--- src/design/vpw_pkg.sv ---
package vpw_pkg;

    localparam int WORD_W    = 32;
    localparam int IDX_W     = 4;
    localparam int MAT_DEPTH = 16;
    localparam int PROD_W    = 64;
    localparam int SUM_W     = 66;
    localparam int SATW      = 72;
    localparam int LANES     = 3;
    localparam int IN_DATA_W  = 136;
    localparam int IN_USER_W  = 2;
    localparam int OUT_DATA_W = 96;
    localparam int OUT_USER_W = 1;
    localparam int CFG_IDX_W  = 2;
    localparam int CFG_DATA_W = 16;

    localparam logic [CFG_IDX_W-1:0] CFG_VP_X = 2'd0;
    localparam logic [CFG_IDX_W-1:0] CFG_VP_Y = 2'd1;
    localparam logic [CFG_IDX_W-1:0] CFG_VP_W = 2'd2;
    localparam logic [CFG_IDX_W-1:0] CFG_VP_H = 2'd3;

    localparam logic MAT_MODELVIEW  = 1'b0;
    localparam logic MAT_PROJECTION = 1'b1;

    localparam logic signed [SATW-1:0] SAT_HI = {{(SATW-31){1'b0}}, {31{1'b1}}};
    localparam logic signed [SATW-1:0] SAT_LO = {{(SATW-31){1'b1}}, 31'd0};

    typedef struct packed {
        logic                     valid;
        logic                     op_project;
        logic                     mat_sel;
        logic [IDX_W-1:0]         idx;
        logic signed [WORD_W-1:0] value;
    } t_load_ctl;

    typedef struct packed {
        logic             valid;
        logic             w_zero;
        logic [LANES-1:0] neg;
    } t_div_ctl;

    typedef struct packed {
        logic                     w_zero;
        logic signed [WORD_W-1:0] wz;
        logic signed [WORD_W-1:0] wy;
        logic signed [WORD_W-1:0] wx;
    } t_result;

    function automatic logic signed [WORD_W-1:0] sat32(input logic signed [SATW-1:0] v);
        if (v > SAT_HI) begin
            return 32'sh7FFF_FFFF;
        end else if (v < SAT_LO) begin
            return 32'sh8000_0000;
        end else begin
            return v[WORD_W-1:0];
        end
    endfunction

endpackage

--- src/design/vpw_div_cell.sv ---
module vpw_div_cell #(
    parameter int QW = 48
) (
    input  logic              i_clk,
    input  logic              i_rst_n,
    input  logic              i_adv,
    input  vpw_pkg::t_div_ctl i_ctl,
    input  logic [31:0]       i_den,
    input  logic [31:0]       i_rem [3],
    input  logic [QW-1:0]     i_num [3],
    output vpw_pkg::t_div_ctl o_ctl,
    output logic [31:0]       o_den,
    output logic [31:0]       o_rem [3],
    output logic [QW-1:0]     o_num [3]
);
    import vpw_pkg::*;

    logic [WORD_W:0]   w_trial [LANES];
    logic [LANES-1:0]  w_ge;
    logic [WORD_W-1:0] n_rem   [LANES];
    logic [QW-1:0]     n_num   [LANES];
    t_div_ctl          r_ctl;
    logic [WORD_W-1:0] r_den;
    logic [WORD_W-1:0] r_rem   [LANES];
    logic [QW-1:0]     r_num   [LANES];

    always_comb begin
        for (int l = 0; l < LANES; l++) begin
            w_trial[l] = {i_rem[l], i_num[l][QW-1]};
            w_ge[l]    = w_trial[l] >= {1'b0, i_den};
            n_rem[l]   = w_ge[l] ? WORD_W'(w_trial[l] - {1'b0, i_den}) : w_trial[l][WORD_W-1:0];
            n_num[l]   = {i_num[l][QW-2:0], w_ge[l]};
        end
    end

    always_ff @(posedge i_clk) begin
        if (!i_rst_n) begin
            r_ctl <= '0;
        end else if (i_adv) begin
            r_ctl <= i_ctl;
        end
    end

    always_ff @(posedge i_clk) begin
        if (i_adv) begin
            r_den <= i_den;
            r_rem <= n_rem;
            r_num <= n_num;
        end
    end

    assign o_ctl = r_ctl;
    assign o_den = r_den;
    assign o_rem = r_rem;
    assign o_num = r_num;

endmodule

--- config.mk ---
export PLATFORM = sky130hd
export DESIGN_NAME = vpw_div_cell
export DESIGN_NICKNAME = d
export VERILOG_FILES = /design/src/design/vpw_pkg.sv /design/src/design/vpw_div_cell.sv
export SDC_FILE = /design/constraint.sdc
export NUM_CORES = 1
export LEC_CHECK = 0
export ABC_AREA = 1
export BUFFER_PORTS_ARGS = -buffer_cell sky130_fd_sc_hd__buf_4
export CORE_AREA = 2 2 216 218
export DETAILED_ROUTE_END_ITERATION = 12
export DIE_AREA = 0 0 218 220
export SKIP_LAST_GASP = 1
export SLEW_MARGIN = 20
export SYNTH_ARGS = -nofsm -noshare
export SYNTH_HDL_FRONTEND = slang
export SYNTH_SLANG_ARGS = --single-unit
--- constraint.sdc ---
create_clock -name i_clk -period 2.35 [get_ports i_clk]
set_clock_uncertainty 0.1 [all_clocks]
set_input_delay 0.1175 -clock i_clk [delete_from_list [all_inputs] [get_ports i_clk]]
set_output_delay 0.1175 -clock i_clk [all_outputs]
set_load 0.05 [all_outputs]
## After elaboration in Yosys (flattened, before gate mapping)

Cells that the tools add are included.

| cells by class | value |
|---|---|
| mux-type cells | 3 |
| $add $sub $neg | 3 |
| $lt $le $gt $ge | 3 |

Operators by type and width:

| kind | count |
|---|---|
| greater-or-equal comparator 33 x 32 -> 1 bit | 3 |
| two-way mux 32 bit | 3 |
| subtractor 32 bit | 3 |

| word-level totals | value |
|---|---|
| logic and storage cells | 19 |
| flip-flop bits (word level) | 277 |
| input port bits | 280 |
| output and inout port bits | 277 |

## Depth between registers and ports, before layout

| logic depth | value |
|---|---|
| word-level depth | 2 |
| depth in mapped cells | 16 |

## Least setup slack after synthesis

OpenSTA, ideal clock, no wires.

| timing | value |
|---|---|
| path kind | input port to flip-flop |
| from | in i_den[4] |
| to | reg r_rem (netlist bit o_rem[9]) (data pin) |
| stages | 14 |
| arrival | 1523 ps |
| setup slack | 475 ps |
| cell sequence | inv_1 > ha_1 > nand2_1 > nand2_1 > nand3b_2 > nand2_2 > nand2_4 > nand2_4 > nand2_4 > nand2_4 > nand2_8 > buf_12 > nand2_1 > nand2_1 |

RTL lines:

| element | line | RTL |
|---|---|---|
| from (decl) | vpw_div_cell.sv:8 | `input logic [31:0] i_den,` |
| to (signal assigned) | vpw_div_cell.sv:47 | `r_rem <= n_rem;` |
| to (decl) | vpw_div_cell.sv:24 | `logic [WORD_W-1:0] r_rem [LANES];` |

==> parameters.txt <==
Parameter                              Value

Setup path
  Worst endpoint data arrival time    2.49 ns
  Startpoint-to-endpoint class of the critical path    primary input to flip-flop
  CP Data Required Time    2.54 ns
  Logic depth of the worst register-to-register path    3
  Worst reg2reg startpoint    o_ctl[4]
  Setup slack of the worst register-to-register path    1.02 ns
  Kind of start point of the critical path    primary input
  Worst Path Max Fanout    15
  Crit path capture type    flip-flop
  Endpoint of the worst register-to-register path    o_ctl[4]

Logic synthesis
  Top cell type by total area after synthesis    edfxtp_1
  Post-Synthesis Net Count    2577
  Combined area of all synthesized cells    0.0175 mm²
  Top cell types by occurrence after synthesis    nand2_1 (838), inv_1 (396), edfxtp_1 (272)
  Avg Cell Area, Syn    7.98 µm²
  Library cells used by synthesis    33
  Syn Inst Count    2198
  Post-synthesis sequential element count    277
  Yosys top cell area share    46.6%
  Primary FF master, synth    edfxtp_1
  Leading cell types by total area after synthesis    edfxtp_1 (47%), nand2_1 (18%), inv_1 (8.5%)
  Count of flip-flops with a built-in enable after synthesis    272
  Number of warnings printed during yosys synthesis    0
  Fraction of the yosys area taken by sequential cells    47.1%
  Most repeated cell in the gate-level netlist after synthesis    nand2_1
  Share of synthesized registers carrying an async set or reset    0%

Clock tree
  Clock Path Buffers    3
  Clock slew at reported path FFs    0.06 ns
  Number of levels the H-tree was split into    2
  Worst-skew pair later-pin latency    0.54 ns
  # clock sinks    277
  Total CTS buffers    34
  Clock root buffer master    clkbuf_16
  TritonCTS clock tree    done

Power and ir drop
  Switching power of the nets    6960 µW
  Portion of total power attributed to combinational logic    38.1%
  Max rail drop VDD    0.000618 V
  Proportion of power drawn by flip-flops and latches    34.0%
  Internal Pwr Total    11600 µW
  Share of total power in the clock network    27.8%
  Sw frac    37.5%
  Total leakage power    0.0150 µW
  Total power divided by cell area    631 mW/mm²

Timing
  Setup repair after global routing missed its margin    true
  Period utilization    97.9%
  Hold violation total from the final report    0
  Pins Over Slew Limit    0
  Measured slew at the worst slew-check pin    0.672 ns
  Shortest clock period the worst path allows after layout    2.30 ns
  Relative max-transition margin    55.2%
  Max Freq    435 MHz
  Final setup violating endpoints    0
  Final-layout setup total negative slack    0 ns

Cells and area
  Final Instance Area    0.0295 mm²
  Fraction of final layout cells with drive strength greater than 1    31.8%
  Fillers    3886
  Post-synthesis to final-layout area growth    67.9%
  Final nets    3704

Global routing
  Pin count of the biggest net entering global routing    69
  Global routing usage summed across all routing layers    32.9%
  Number of antenna violations at the first check in global routing    3
  Overall overflow remaining after global route    0
  Global-route wire length before repair    115000 µm
  Via count of the first global-routing pass    18.4k

Drt
  Drt pass-1 iters    8
  Total via count in the routed design    19.4k
  Initial DRC count    1337
  Detail-routed via count per cell    4.89
  Final wirelength    83200 µm
  Number of antenna-violating nets in the routed design    0
  Detailed-route wire length per cell    21.0 µm
  Post-detailed-route DRC marker count    0

Placement
  Routability congestion estimate    1.04
  Post-DP HPWL    62900 µm
  Number of port buffers    556
  Placed cell area    0.0246 mm²

Worst hold path
  Path category of the worst min-delay check    primary input to flip-flop
  Origin of the worst min-delay path    i_den[1]
  WHS Path Cells    3
  Worst Hold Endpoint    o_den[1]

Die
  Starting density of the core    38.3%
  Full die area    0.0480 mm²
  Horizontal die dimension    218 µm
  Area inside the core boundary    0.0459 mm²
  Number of placement rows    79
  IO Pins    557
  Vert. Die Dim    220 µm

Job
  Number of max-cap violations    0

Status
  Outcome    finished clean
[metrics by stage]
| stage | hold WS (ns) | std cells | power (µW) | worst slack, ns | utilization (%) |
|---|---|---|---|---|---|
| 2_1_floorplan | 0.116 | 2198 | 9990 | 0.475 | - |
| 3_3_place_gp | 0.196 | 3592 | 12700 | -0.112 | 53.6 |
| 3_5_place_dp | 0.197 | 3592 | 12700 | -0.108 | 53.6 |
| 4_1_cts | 0.161 | 3932 | 18300 | 0.00173 | 62.0 |
| 5_1_grt | 0.0820 | 3959 | 19300 | -0.0268 | 64.2 |
| 6_report | 0.0853 | 3959 | 18600 | 0.0502 | 64.2 |
[power by group through the flow]
stage               registers [µW]  logic, µW  clock network [µW]
floorplan                     8110       1880                   0
global placement              6400       6330                   0
detailed placement            6390       6360                   0
CTS                           6310       6780                5210
global route                  6350       7500                5420
finish                        6320       7090                5170
[sequential cells by signal, indices dropped and copies added, names as in the netlist]
name	cells
o_num	144
o_rem	96
o_den	32
o_ctl	5
[kinds of logic (layout without fill, tap and decap cells)]
logic type      after synthesis  count (layout)  synth area share, %
flops                       277             277                 47.1
xor+xnor                     42              42                 2.10
simple gates               1277            1284                 31.5
fa+ha+maj                    99              99                 7.19
buf+inv                     429            1573                 9.87
compound gates               74              74                 2.18
other cells                   0               3                    0
[metal layers]
layer  part of all wire (%)  up-vias  GRT usage (%)
met5                      0        -              0
met4                    4.5        0           13.8
met3                    6.9      154           5.42
met2                     48      790           57.1
met1                     40     9177           40.5
li1                       -     9242              -
[repair_timing]
action / in CTS / in global routing
resized for setup: 0 / 149
endpoints found under the setup margin: 0 / 96
hold buffers: 280 / 1
setup buffers: 0 / 14
endpoints found under the hold margin: 293 / 1
[critical path, stage by stage]
cell and delay (ns):
dlygate4sd3_1 0.54, buf_4 0.12, inv_1 0.08, buf_12 0.15, ha_4 0.28, nand2_2 0.09
nor2_4 0.14, nand2_1 0.10, nor2_4 0.12, nand3_1 0.10, nand3_2 0.12, nor2_8 0.06
buf_4 0.13, buf_6 0.15, nand3_1 0.11, nand2_2 0.07
[worst max path at each step]
stage / from / depth (start not counted) / to
after floorplan: i_den[4] / 14 / o_rem[9]
after global placement: i_den[19] / 13 / o_rem[91]
after detailed placement: i_den[17] / 12 / o_rem[33]
after CTS: i_den[28] / 14 / o_rem[33]
after global routing: i_den[9] / 16 / o_rem[12]
final: i_den[9] / 16 / o_rem[12]
[layout make-up]
type	count	area (µm²)	area share, %
timing repair buffer	1112	9600	32.6
sequential	277	8270	28.1
multi-input combinational	1499	8260	28.1
inverter	401	1510	5.14
clock buffer	41	877	2.98
tap	607	759	2.58
clock inverter	19	170	0.578
antenna	3	7.51	0.0255
[layout by cell type (no fill, tap or decap), types with 4 or more instances in the layout]
cell type      count
nor2_1            98
ha_4              21
buf_6              9
dlygate4sd3_1    279
nor2_2            27
nand2_2           50
a21oi_1           53
nand2_8            9
o21ai_0           11
clkbuf_16         36
clkbuf_1           7
inv_6              5
nand4_1            7
edfxtp_1         272
inv_2             10
nand2_4            9
nor3_2             5
ha_1              72
buf_12            37
nand3_1          170
xor2_1            39
and2_1            14
nand3_2           25
clkinv_2           7
clkinv_1           4
buf_4            782
nand2_1          809
nor3_1            21
inv_1            389
a21oi_2            4
nor2_4            12
nand3b_1          22
dfxtp_1            5
o21bai_1           4
Power figures use the tool's default switching activity.
